File: src/ffcrc_pkg.sv
// Shared types, constants and the CRC16-CCITT-FALSE byte update for the
// fixed frame receiver. No dependencies; all files but the interfaces import it.

package ffcrc_pkg;

	// Frame length in bytes, counting the two-byte start word.
	localparam int FRAME_BYTES = 64;
	localparam int POS_W = 7;
	localparam int ADDR_W = 3;

	typedef logic [POS_W-1:0] pos_t;

	localparam pos_t POS_HUNT     = pos_t'(0);
	localparam pos_t POS_START_HI = pos_t'(1);
	localparam pos_t POS_VERSION  = pos_t'(2);
	localparam pos_t POS_CK_LO    = pos_t'(FRAME_BYTES - 2);

	localparam logic [15:0] CRC_INIT = 16'hFFFF;
	localparam logic [15:0] CRC_POLY = 16'h1021;

	localparam logic [15:0] START_WORD_RESET       = 16'hABCD;
	localparam logic [7:0]  EXPECTED_VERSION_RESET = 8'h01;

	// Register index codes, taken from paddr[2].
	localparam logic REG_START_WORD       = 1'b0;
	localparam logic REG_EXPECTED_VERSION = 1'b1;

	typedef struct packed {
		logic [15:0] start_word;
		logic [7:0]  expected_version;
	} cfg_t;

	typedef struct packed {
		logic [7:0]  frame_byte;
		logic [5:0]  byte_position;
		logic        end_of_frame;
		logic        frame_good;
		logic [31:0] good_frames;
		logic [31:0] bad_frames;
	} result_t;

	// One byte of CRC16-CCITT-FALSE, MSB first, no reflection.
	function automatic logic [15:0] crc_byte(input logic [15:0] crc_in, input logic [7:0] b);
		logic [15:0] c;
		c = crc_in ^ {b, 8'h00};
		for (int k = 0; k < 8; k++) begin
			if (c[15]) begin
				c = {c[14:0], 1'b0} ^ CRC_POLY;
			end else begin
				c = {c[14:0], 1'b0};
			end
		end
		return c;
	endfunction

endpackage

File: src/ffcrc_in_if.sv
// Valid/ready channel that carries one received byte per word.
// No dependencies.

interface ffcrc_in_if;
	logic       valid;
	logic       ready;
	logic [7:0] rx_byte;

	modport source(output valid, output rx_byte, input ready);
	modport sink(input valid, input rx_byte, output ready);
endinterface

File: src/ffcrc_out_if.sv
// Valid/ready channel that carries one passed-through frame byte per word
// with its position, verdict and the frame counters. No dependencies.

interface ffcrc_out_if;
	logic        valid;
	logic        ready;
	logic [7:0]  frame_byte;
	logic [5:0]  byte_position;
	logic        end_of_frame;
	logic        frame_good;
	logic [31:0] good_frames;
	logic [31:0] bad_frames;

	modport source(output valid, output frame_byte, output byte_position,
		output end_of_frame, output frame_good, output good_frames,
		output bad_frames, input ready);
	modport sink(input valid, input frame_byte, input byte_position,
		input end_of_frame, input frame_good, input good_frames,
		input bad_frames, output ready);
endinterface

File: src/ffcrc_cfg.sv
// APB-style register file holding the start word and expected version.
// Depends on ffcrc_pkg.

module ffcrc_cfg import ffcrc_pkg::*; (
	input  logic              clk,
	input  logic              arst_n,
	input  logic              psel,
	input  logic              penable,
	input  logic              pwrite,
	input  logic [ADDR_W-1:0] paddr,
	input  logic [31:0]       pwdata,
	output logic [31:0]       prdata,
	output logic              pready,
	output cfg_t              cfg
);

	cfg_t cfg_q;
	logic wr_en;

	assign pready = 1'b1;
	assign wr_en  = psel & penable & pwrite;
	assign cfg    = cfg_q;

	always_ff @(posedge clk or negedge arst_n) begin
		if (!arst_n) begin
			cfg_q.start_word       <= START_WORD_RESET;
			cfg_q.expected_version <= EXPECTED_VERSION_RESET;
		end else if (wr_en) begin
			case (paddr[2])
				REG_START_WORD: begin
					cfg_q.start_word <= pwdata[15:0];
				end
				REG_EXPECTED_VERSION: begin
					cfg_q.expected_version <= pwdata[7:0];
				end
				default: begin
				end
			endcase
		end
	end

	always_comb begin
		case (paddr[2])
			REG_START_WORD:       prdata = {16'h0000, cfg_q.start_word};
			REG_EXPECTED_VERSION: prdata = {24'h000000, cfg_q.expected_version};
			default:              prdata = 32'h0000_0000;
		endcase
	end

endmodule

File: src/ffcrc_frame.sv
// Frame tracker: start-word hunt, position count, running CRC, version
// check and good/bad counters. One byte per step. Depends on ffcrc_pkg.

module ffcrc_frame import ffcrc_pkg::*; (
	input  logic       clk,
	input  logic       arst_n,
	input  logic       step,
	input  logic [7:0] rx_byte,
	input  cfg_t       cfg,
	output logic       produce,
	output result_t    res
);

	pos_t        pos_q, pos_n;
	logic [15:0] crc_q, crc_n;
	logic        ver_q, ver_n;
	logic [7:0]  cklo_q, cklo_n;
	logic [31:0] good_q, good_n;
	logic [31:0] bad_q, bad_n;
	logic [7:0]  lo, hi;
	logic [15:0] crc_upd;
	logic        last, good;

	assign lo = cfg.start_word[7:0];
	assign hi = cfg.start_word[15:8];

	// On the high start byte the CRC restarts from the low start byte as it
	// is configured now, so a register write during the hunt is honored.
	assign crc_upd = crc_byte((pos_q == POS_START_HI) ? crc_byte(CRC_INIT, lo) : crc_q,
		rx_byte);

	always_comb begin
		pos_n   = pos_q;
		crc_n   = crc_q;
		ver_n   = ver_q;
		cklo_n  = cklo_q;
		good_n  = good_q;
		bad_n   = bad_q;
		produce = 1'b0;
		last    = 1'b0;
		good    = 1'b0;
		if (pos_q == POS_HUNT) begin
			if (rx_byte == lo) begin
				pos_n = POS_START_HI;
			end
		end else if (pos_q == POS_START_HI) begin
			if (rx_byte == hi) begin
				crc_n = crc_upd;
				ver_n = 1'b0;
				pos_n = POS_VERSION;
			end else if (rx_byte != lo) begin
				pos_n = POS_HUNT;
			end
		end else begin
			produce = 1'b1;
			if (pos_q == POS_VERSION) begin
				ver_n = (rx_byte == cfg.expected_version);
			end
			if (pos_q < POS_CK_LO) begin
				crc_n = crc_upd;
				pos_n = pos_q + pos_t'(1);
			end else if (pos_q == POS_CK_LO) begin
				cklo_n = rx_byte;
				pos_n  = pos_q + pos_t'(1);
			end else begin
				last = 1'b1;
				good = ver_n && ({rx_byte, cklo_q} == crc_q);
				if (good) begin
					good_n = good_q + 32'd1;
				end else begin
					bad_n = bad_q + 32'd1;
				end
				pos_n = POS_HUNT;
				crc_n = CRC_INIT;
			end
		end
	end

	always_comb begin
		res.frame_byte    = rx_byte;
		res.byte_position = pos_q[5:0];
		res.end_of_frame  = last;
		res.frame_good    = good;
		res.good_frames   = good_n;
		res.bad_frames    = bad_n;
	end

	always_ff @(posedge clk or negedge arst_n) begin
		if (!arst_n) begin
			pos_q  <= POS_HUNT;
			crc_q  <= CRC_INIT;
			ver_q  <= 1'b0;
			cklo_q <= 8'h00;
			good_q <= 32'd0;
			bad_q  <= 32'd0;
		end else if (step) begin
			pos_q  <= pos_n;
			crc_q  <= crc_n;
			ver_q  <= ver_n;
			cklo_q <= cklo_n;
			good_q <= good_n;
			bad_q  <= bad_n;
		end
	end

endmodule

File: src/fixed_frame_crc16_receiver_core.sv
// Top level of the fixed frame CRC16 receiver: input register, frame
// tracker, result register and APB register file. Depends on ffcrc_pkg,
// ffcrc_in_if, ffcrc_out_if, ffcrc_cfg and ffcrc_frame.
//
// Usage: received bytes enter one word at a time on rx_in. The block hunts
// for the start word (low byte first), then passes every further byte of the
// frame out on frame_out with its offset, an end-of-frame flag, the verdict
// on the last byte (version and CRC16-CCITT-FALSE matched) and the good and
// bad frame counters. Start word bytes and bytes outside a frame give no
// output word.
// Path: each byte passes the input register, and a byte that yields an output
// word then passes the output register.
// Throughput: one byte per cycle unless frame_out stalls; the CRC update is
// one combinational byte-wide step between the two registers.
// Reset: arst_n resets the hunt and CRC, clears the counters and the valid
// flags of both registers, and loads start word 0xABCD, expected version 1.
// Stall: when frame_out is not taken, the output word holds and the input
// register keeps one more byte; rx_in.ready then drops until space frees up.
// Users write registers over APB only while the block is idle; not enforced.

module fixed_frame_crc16_receiver_core import ffcrc_pkg::*; (
	input  logic              clk,
	input  logic              arst_n,
	ffcrc_in_if.sink          rx_in,
	ffcrc_out_if.source       frame_out,
	input  logic              psel,
	input  logic              penable,
	input  logic              pwrite,
	input  logic [ADDR_W-1:0] paddr,
	input  logic [31:0]       pwdata,
	output logic [31:0]       prdata,
	output logic              pready
);

	cfg_t    cfg;
	logic    v_s1;
	logic [7:0] byte_s1;
	logic    v_s2;
	result_t res_s2;
	result_t res;
	logic    produce;
	logic    s1_adv;
	logic    s2_free;

	ffcrc_cfg u_cfg (
		.clk     (clk),
		.arst_n  (arst_n),
		.psel    (psel),
		.penable (penable),
		.pwrite  (pwrite),
		.paddr   (paddr),
		.pwdata  (pwdata),
		.prdata  (prdata),
		.pready  (pready),
		.cfg     (cfg)
	);

	ffcrc_frame u_frame (
		.clk     (clk),
		.arst_n  (arst_n),
		.step    (s1_adv),
		.rx_byte (byte_s1),
		.cfg     (cfg),
		.produce (produce),
		.res     (res)
	);

	assign s2_free     = !v_s2 || frame_out.ready;
	// A byte that yields no output word moves on even while the output stalls.
	assign s1_adv      = v_s1 && (!produce || s2_free);
	assign rx_in.ready = !v_s1 || s1_adv;

	always_ff @(posedge clk or negedge arst_n) begin
		if (!arst_n) begin
			v_s1 <= 1'b0;
		end else if (rx_in.ready) begin
			v_s1 <= rx_in.valid;
		end
	end

	always_ff @(posedge clk) begin
		if (rx_in.ready && rx_in.valid) begin
			byte_s1 <= rx_in.rx_byte;
		end
	end

	always_ff @(posedge clk or negedge arst_n) begin
		if (!arst_n) begin
			v_s2 <= 1'b0;
		end else if (s2_free) begin
			v_s2 <= s1_adv && produce;
		end
	end

	always_ff @(posedge clk) begin
		if (s1_adv && produce) begin
			res_s2 <= res;
		end
	end

	assign frame_out.valid         = v_s2;
	assign frame_out.frame_byte    = res_s2.frame_byte;
	assign frame_out.byte_position = res_s2.byte_position;
	assign frame_out.end_of_frame  = res_s2.end_of_frame;
	assign frame_out.frame_good    = res_s2.frame_good;
	assign frame_out.good_frames   = res_s2.good_frames;
	assign frame_out.bad_frames    = res_s2.bad_frames;

endmodule

File: src/flat_wrapper.sv
// flat-port wrapper written by rule: the top's interface ports become plain ports
module fixed_frame_crc16_receiver_core_flat import ffcrc_pkg::*;
  (clk, arst_n, psel, penable, pwrite, paddr, pwdata, prdata, pready, rx_in_valid, rx_in_rx_byte, rx_in_ready, frame_out_valid, frame_out_frame_byte, frame_out_byte_position, frame_out_end_of_frame, frame_out_frame_good, frame_out_good_frames, frame_out_bad_frames, frame_out_ready);
  ffcrc_in_if rx_in_i ();
  ffcrc_out_if frame_out_i ();
  input  logic clk;
  input  logic arst_n;
  input  logic psel;
  input  logic penable;
  input  logic pwrite;
  input  logic [ADDR_W-1:0] paddr;
  input  logic [31:0] pwdata;
  output logic [31:0] prdata;
  output logic pready;
  input wire logic [$bits(rx_in_i.valid)-1:0] rx_in_valid;
  input wire logic [$bits(rx_in_i.rx_byte)-1:0] rx_in_rx_byte;
  output wire logic [$bits(rx_in_i.ready)-1:0] rx_in_ready;
  output wire logic [$bits(frame_out_i.valid)-1:0] frame_out_valid;
  output wire logic [$bits(frame_out_i.frame_byte)-1:0] frame_out_frame_byte;
  output wire logic [$bits(frame_out_i.byte_position)-1:0] frame_out_byte_position;
  output wire logic [$bits(frame_out_i.end_of_frame)-1:0] frame_out_end_of_frame;
  output wire logic [$bits(frame_out_i.frame_good)-1:0] frame_out_frame_good;
  output wire logic [$bits(frame_out_i.good_frames)-1:0] frame_out_good_frames;
  output wire logic [$bits(frame_out_i.bad_frames)-1:0] frame_out_bad_frames;
  input wire logic [$bits(frame_out_i.ready)-1:0] frame_out_ready;
  assign rx_in_i.valid = rx_in_valid;
  assign rx_in_i.rx_byte = rx_in_rx_byte;
  assign rx_in_ready = rx_in_i.ready;
  assign frame_out_valid = frame_out_i.valid;
  assign frame_out_frame_byte = frame_out_i.frame_byte;
  assign frame_out_byte_position = frame_out_i.byte_position;
  assign frame_out_end_of_frame = frame_out_i.end_of_frame;
  assign frame_out_frame_good = frame_out_i.frame_good;
  assign frame_out_good_frames = frame_out_i.good_frames;
  assign frame_out_bad_frames = frame_out_i.bad_frames;
  assign frame_out_i.ready = frame_out_ready;
  fixed_frame_crc16_receiver_core u_core (.clk(clk), .arst_n(arst_n), .rx_in(rx_in_i), .frame_out(frame_out_i), .psel(psel), .penable(penable), .pwrite(pwrite), .paddr(paddr), .pwdata(pwdata), .prdata(prdata), .pready(pready));
endmodule
File: config.mk
export PLATFORM = sky130hd
export DESIGN_NAME = fixed_frame_crc16_receiver_core_flat
export DESIGN_NICKNAME = d
export VERILOG_FILES = /design/src/ffcrc_pkg.sv /design/src/ffcrc_in_if.sv /design/src/ffcrc_out_if.sv /design/src/ffcrc_cfg.sv /design/src/ffcrc_frame.sv /design/src/fixed_frame_crc16_receiver_core.sv /design/src/flat_wrapper.sv
export SDC_FILE = /design/constraint.sdc
export NUM_CORES = 1
export LEC_CHECK = 0
export ABC_CLOCK_PERIOD_IN_PS = 5000
export BUFFER_PORTS_ARGS = -buffer_cell sky130_fd_sc_hd__buf_2
export CAP_MARGIN = 20
export CORE_MARGIN = 1.5
export CORE_UTILIZATION = 50
export CTS_BUF_LIST = sky130_fd_sc_hd__clkbuf_16
export DETAILED_ROUTE_END_ITERATION = 16
export PLACE_DENSITY_LB_ADDON = 0.1
export SYNTH_ARGS = -nofsm -noshare
export SYNTH_HDL_FRONTEND = slang
export SYNTH_HIERARCHICAL = 1
export SYNTH_SLANG_ARGS = --single-unit
File: constraint.sdc
create_clock -name clk -period 5 [get_ports clk]
set_input_delay 0.25 -clock clk [delete_from_list [all_inputs] [get_ports clk]]
set_output_delay 0.25 -clock clk [all_outputs]
set_load 0.02 [all_outputs]
## Yosys cells after proc, flatten, opt, wreduce, memory -nomap -nowiden

Cells that the tools add are included.

| storage, ports and cells | value |
|---|---|
| input port bits | 50 |
| word-level logic and storage cells | 123 |
| bits in registers | 210 |
| output and inout bits | 115 |

| cells by class | value |
|---|---|
| multiplexer cells | 47 |
| add/sub/neg operators | 3 |
| reductions and logical operators | 19 |
| equal/unequal tests | 12 |
| bitwise operators | 24 |
| magnitude comparators | 1 |

Operators with widths:

| kind | number |
|---|---|
| $mux W32 | 10 |
| $mux W13 | 16 |
| $mux W16 | 5 |
| $add A32 B1 Y32 const B | 2 |
| $pmux W32 S2 | 1 |
| $mux W7 | 7 |
| $not A3 Y3 | 16 |
| $eq A8 B8 Y1 | 3 |
| $eq A16 B16 Y1 | 1 |
| $not A16 Y16 | 1 |
| $xor A16 B16 Y16 | 1 |
| $mux W1 | 8 |
| $ne A8 B8 Y1 | 1 |
| $add A7 B1 Y7 const B | 1 |
| $eq A7 B1 Y1 const B | 1 |
| $eq A7 B2 Y1 const B | 1 |
| $eq A7 B6 Y1 const B | 1 |
| $logic_not A7 Y1 | 1 |
| $lt A7 B6 Y1 const B | 1 |
| $reduce_and A3 Y1 | 2 |
| $reduce_and A5 Y1 | 1 |
| $logic_and A1 B1 Y1 | 4 |
| $ne A2 B1 Y1 const B | 2 |
| $ne A4 B1 Y1 const B | 1 |
| 9 further kinds | 18 |

## Logic depth before layout (Yosys ltp)

| depth | value |
|---|---|
| depth in word-level cells | 37 |
| depth in mapped cells | 13 |

## Cells and area by module

Netlist, hierarchy kept.

By module, submodules not included:

| module | instances | sequential area each (µm²) | area an instance (µm²) | cells each |
|---|---|---|---|---|
| ffcrc_frame | 1 | 2422.3 | 6680.2 | 702 |
| fixed_frame_crc16_receiver_core | 1 | 2692.6 | 2763.9 | 98 |
| ffcrc_cfg | 1 | 614.3 | 1261.2 | 88 |

## Worst setup path before layout

Ideal clock, no wire load.

| timing | value |
|---|---|
| path kind | register to register |
| start point | register u_core.u_frame.pos_q[1] |
| end point | register u_core.res_s2, in the netlist u_core/frame_out.bad_frames[0], enable pin |
| data required time | 4.481 ns |
| period minus slack after synthesis | 5.289 ns |
| buffers on the path | 1 |
| library setup time | 0.519 ns |
| stages on the path, launching flop included | 9 |
| arrival time | 4.770 ns |
| slack | -0.289 ns |
| path through | dfrtp_1 > inv_1 > ha_1 > nand2b_1 > nor2_2 > buf_2 > nor2_1 > nand2_1 > nor2_1 |

| on the way | value |
|---|---|
| longest elaborated chain between the ends | 7 |

Ends and longest elaborated chain:

| what | RTL line | text |
|---|---|---|
| from (decl) | ffcrc_frame.sv:14 | `pos_t pos_q, pos_n;` |
| from (signal assigned) | ffcrc_frame.sv:97 | `pos_q <= pos_n;` |
| $eq A7 B1 Y1 | ffcrc_frame.sv:46 | `end else if (pos_q == POS_START_HI) begin` |
| $mux W1 | ffcrc_frame.sv:46 |  |
| $mux W1 (*) | ffcrc_frame.sv:42 | `if (pos_q == POS_HUNT) begin` |
| via u_core.produce | fixed_frame_crc16_receiver_core.sv:41 | `logic produce;` |
| $logic_not A1 Y1 | fixed_frame_crc16_receiver_core.sv:70 | `assign s1_adv = v_s1 && (!produce \|\| s2_free);` |
| $logic_or A1 B1 Y1 | fixed_frame_crc16_receiver_core.sv:70 |  |
| $logic_and A1 B1 Y1 | fixed_frame_crc16_receiver_core.sv:70 |  |
| $logic_and A1 B1 Y1 (*) | fixed_frame_crc16_receiver_core.sv:96 | `if (s1_adv && produce) begin` |
| to (signal assigned) | fixed_frame_crc16_receiver_core.sv:97 | `res_s2 <= res;` |
| to (decl) | fixed_frame_crc16_receiver_core.sv:39 | `result_t res_s2;` |

Mark *: on every way through the listed nets, which the timed path passes. The rest lies on a longest branch.
A chain may end at the register's enable or synchronous reset.

## Worst setup path after layout

| timing | value |
|---|---|
| start point | register u_core.u_frame.pos_q[4] |
| end point | register u_core.u_frame.good_q[29] |

RTL lines:

| what | RTL line | text |
|---|---|---|
| $eq A7 B1 Y1 | ffcrc_frame.sv:46 |  |
| $mux W1 | ffcrc_frame.sv:46 |  |
| $mux W1 (*) | ffcrc_frame.sv:42 |  |
| via u_core.produce | fixed_frame_crc16_receiver_core.sv:41 |  |
| $logic_not A1 Y1 (*) | fixed_frame_crc16_receiver_core.sv:70 |  |
| $logic_or A1 B1 Y1 (*) | fixed_frame_crc16_receiver_core.sv:70 |  |
| $logic_and A1 B1 Y1 (*) | fixed_frame_crc16_receiver_core.sv:70 |  |
| via u_core.s1_adv | fixed_frame_crc16_receiver_core.sv:42 | `logic s1_adv;` |
| to (signal assigned) | ffcrc_frame.sv:101 | `good_q <= good_n;` |
| to (decl) | ffcrc_frame.sv:18 | `logic [31:0] good_q, good_n;` |

Mark *: on every way through the listed nets, which the timed path passes. The rest lies on a longest branch. The select of a mux whose other input is x is not followed.

==> impl_metrics.json <==
{
  "fmax_mhz": 283,
  "drv_slew": 0,
  "worstMarginPinSlew_ps": 1040,
  "n_antenna_cell": 0,
  "slowest_delay_ps": 720,
  "cap_violations": 0,
  "worst_slack_ps": 1470,
  "die-area_um2": 22300,
  "yosysWarnings": 6,
  "cellPowerDensity_nw_per_um2": 441,
  "root_buffer": "clkbuf_16",
  "hpwlAfterDp_um": 14700,
  "crit_arrival_ps": 3940,
  "finalNetCount": 1088,
  "synthArstFlopShare": 0.581,
  "r2r_slack_ps": 1470,
  "worstSetupEndpointType": "flip-flop",
  "drtPass1Iterations": 4,
  "port_buffers": 129,
  "vias_per_cell": 5.16,
  "clock_latency_ps": 500,
  "grt_pass1_vias": 6778,
  "routedWlPerCell_um": 16.6,
  "fin_setup_tns_ps": 0,
  "setup_violations": 0,
  "required_ps": 5410,
  "drc": 0,
  "gr-total-overflow": 0,
  "tritoncts": "built",
  "hold_ws_ps": 88.1,
  "post-cts-setup-buffers": 0,
  "hp-start": "frame_out_ready",
  "synth_cell_types": 58,
  "synth_edf_count": 88,
  "rows": 53,
  "hold_end": "u_core/frame_out.valid",
  "p_leak_nw": 5.66,
  "grt_use_total": 0.200,
  "numCtsBuffers": 23,
  "synth_ff_type": "dfrtp_1",
  "ir_worst_vdd_mv": 0.305,
  "synth_area_leaders": "edfxtp_1 (25%), dfrtp_1 (22%), xor2_1 (11%), dfstp_2 (6.6%), xnor2_1 (4.1%)",
  "core_area_um2": 21000,
  "vias": 6825,
  "postSynthCellCount": 888,
  "synth_most_common_cell": "xor2_1",
  "grt_max_degree": 81,
  "ant_nets": 0,
  "path_cells": "or4_1, nor2_1, and2_1, nor2_1, a21boi_0, and2_1, nand3_1, buf_4, nor4_1, xor2_1",
  "layout-drive-gt1-share": 0.254,
  "avgSynthCellArea_um2": 12.1,
  "ys_seq_area_frac": 0.535,
  "crit_path_max_fanout": 14,
  "synth_top_area_frac": 0.247,
  "pre_cts_ws_ps": 1510,
  "min_period_ps": 3530,
  "synthTopCellsByCount": "xor2_1 (137), dfrtp_1 (95), edfxtp_1 (88)",
  "die_w_um": 149,
  "grt_pass1_wl_um": 35400,
  "ioPinCount": 165,
  "reg2reg_to": "u_core/u_frame/good_q[29]",
  "reg2reg_from": "u_core/u_frame/pos_q[4]",
  "cts.clk_slew.worst_paths_ps": 60,
  "antenna_found_initial": 0,
  "wirelength_um": 21900,
  "whs_path_depth": 3,
  "htree_levels": 1,
  "status": "complete, no violations",
  "clock_path_buffers": 3,
  "syn_area_um2": 10700,
  "die_h_um": 149,
  "min_period_over_period": 0.706,
  "fin_skew_ps": 15.5,
  "relSlewSlack": 0.306,
  "start_kind": "flip-flop",
  "gp_congestion": 0.796,
  "crit_path_top_delay_cell": "or4_1",
  "hold_path_class": "in2reg",
  "grt_setup_unrepaired": "false",
  "critPathKind": "reg2reg",
  "r2r_cells": 10,
  "first_iter_violations": 237,
  "ys_ff_latch": 210,
  "initial_core_util": 0.509,
  "clkSinkCount": 210,
  "yosys.area.top_type": "edfxtp_1",
  "syn2layout_area_growth_pct": 16.4,
  "hold_violations": 0
}
==> area by class of cell <==
cell class / count / area, µm²
Clock buffer: 23 / 576
Timing Repair Buffer: 169 / 1010
Fill cell: 1787 / 8570
Inverter: 19 / 71.3
Tap cell: 275 / 344
Sequential cell: 210 / 5730
Multi-Input combinational cell: 609 / 4560
Clock inverter: 18 / 159
==> worst max-delay path by stage <==
stage | cells past startpoint | start | end | slack [ps]
floorplan | 8 | u_core/u_frame/pos_q[1] | u_core/frame_out.bad_frames[0] | 1050
global placement | 10 | u_core/u_frame/pos_q[4] | u_core/u_frame/good_q[25] | 1530
detailed placement | 10 | u_core/u_frame/pos_q[4] | u_core/u_frame/good_q[25] | 1510
CTS | 10 | u_core/u_frame/pos_q[4] | u_core/u_frame/good_q[29] | 1470
global route | 10 | u_core/u_frame/pos_q[4] | u_core/u_frame/good_q[25] | 1160
finish | 10 | u_core/u_frame/pos_q[4] | u_core/u_frame/good_q[29] | 1470
==> cells in the final DEF (no fill, tap or decap), types with 7 or more instances in the layout <==
master,Yosys,final
nand2_1,47,47
mux2_4,10,10
nor3_1,46,46
clkbuf_16,0,23
or3_1,7,7
mux2_2,34,34
nand4_1,19,19
mux2i_1,12,12
clkinv_2,0,7
a2bb2oi_1,10,10
buf_4,33,15
edfxtp_1,88,88
xnor2_1,50,50
xnor3_1,8,8
xor2_1,137,137
conb_1,2,17
and3_1,10,10
dlygate4sd3_1,0,26
nor2_1,68,67
nand3_1,32,32
dfstp_2,27,27
dfrtp_1,95,95
nor4_1,19,19
inv_1,19,21
o211ai_1,7,7
nor2b_1,8,8
buf_2,12,128
==> worst max-delay path: cells and delay by family, from the launching register on <==
family	cells	cell delay (ps)
DFF	1	420
xor gates and xnor gates	1	180
buffers and inverters	1	370
AOI/OAI and AO/OA	1	220
and+or+nand+nor	7	2240
==> cells by family (layout without fill, tap and decap cells) <==
group,Yosys count,count (layout),share of synthesized area
xor+xnor,198,198,0.178
mux,56,56,0.0610
flops,210,210,0.535
fa+ha+maj,6,6,0.00701
other cells,2,17,0.000702
compound gates,46,46,0.0362
buf+inv,84,229,0.0445
simple gates,286,286,0.138
==> report_power, final <==
part | switching [mW] | total [mW] | internal, mW
sequential | 0.242 | 2.37 | 2.13
clock | 0.662 | 1.65 | 0.988
combinational | 0.766 | 1.48 | 0.710
==> flip-flops by register name, indices dropped and copies added (netlist names) <==
signal,flops
u_core/v_s1,1
u_core/frame_out.frame_byte,8
u_core/u_cfg/cfg,24
u_core/u_frame/crc_q,16
u_core/frame_out.end_of_frame,1
u_core/byte_s1,8
u_core/frame_out.frame_good,1
u_core/u_frame/bad_q,32
u_core/frame_out.byte_position,6
u_core/u_frame/ver_q,1
u_core/frame_out.bad_frames,32
u_core/u_frame/good_q,32
u_core/u_frame/cklo_q,8
u_core/frame_out.valid,1
u_core/u_frame/pos_q,7
u_core/frame_out.good_frames,32
==> repair_timing <==
action	4_1_cts	5_1_grt
endpoints found under the hold margin	72	0
gates resized for setup	0	0
setup endpoints to repair	0	0
hold buffers	26	0
==> through the flow <==
stage,instance area [µm²],utilization,std cells,total power [mW]
floorplan,10800,-,903,3.53
global placement,11500,0.545,1256,3.85
detailed placement,11500,0.545,1256,3.87
CTS,12500,0.593,1323,5.57
global route,12500,0.593,1323,5.79
finish,12500,0.593,1323,5.50
==> per-layer routing <==
layer | part of all wire | global-route usage | vias to the layer above | routed length, µm
met5 | 0 | 0 | - | 0
met4 | 0.018 | 0.0540 | 0 | 393
met3 | 0.042 | 0.0306 | 32 | 913
met2 | 0.48 | 0.335 | 156 | 10500
met1 | 0.46 | 0.272 | 3295 | 10100
li1 | - | - | 3342 | -
Note: power is estimated with default switching activity, not from simulation.
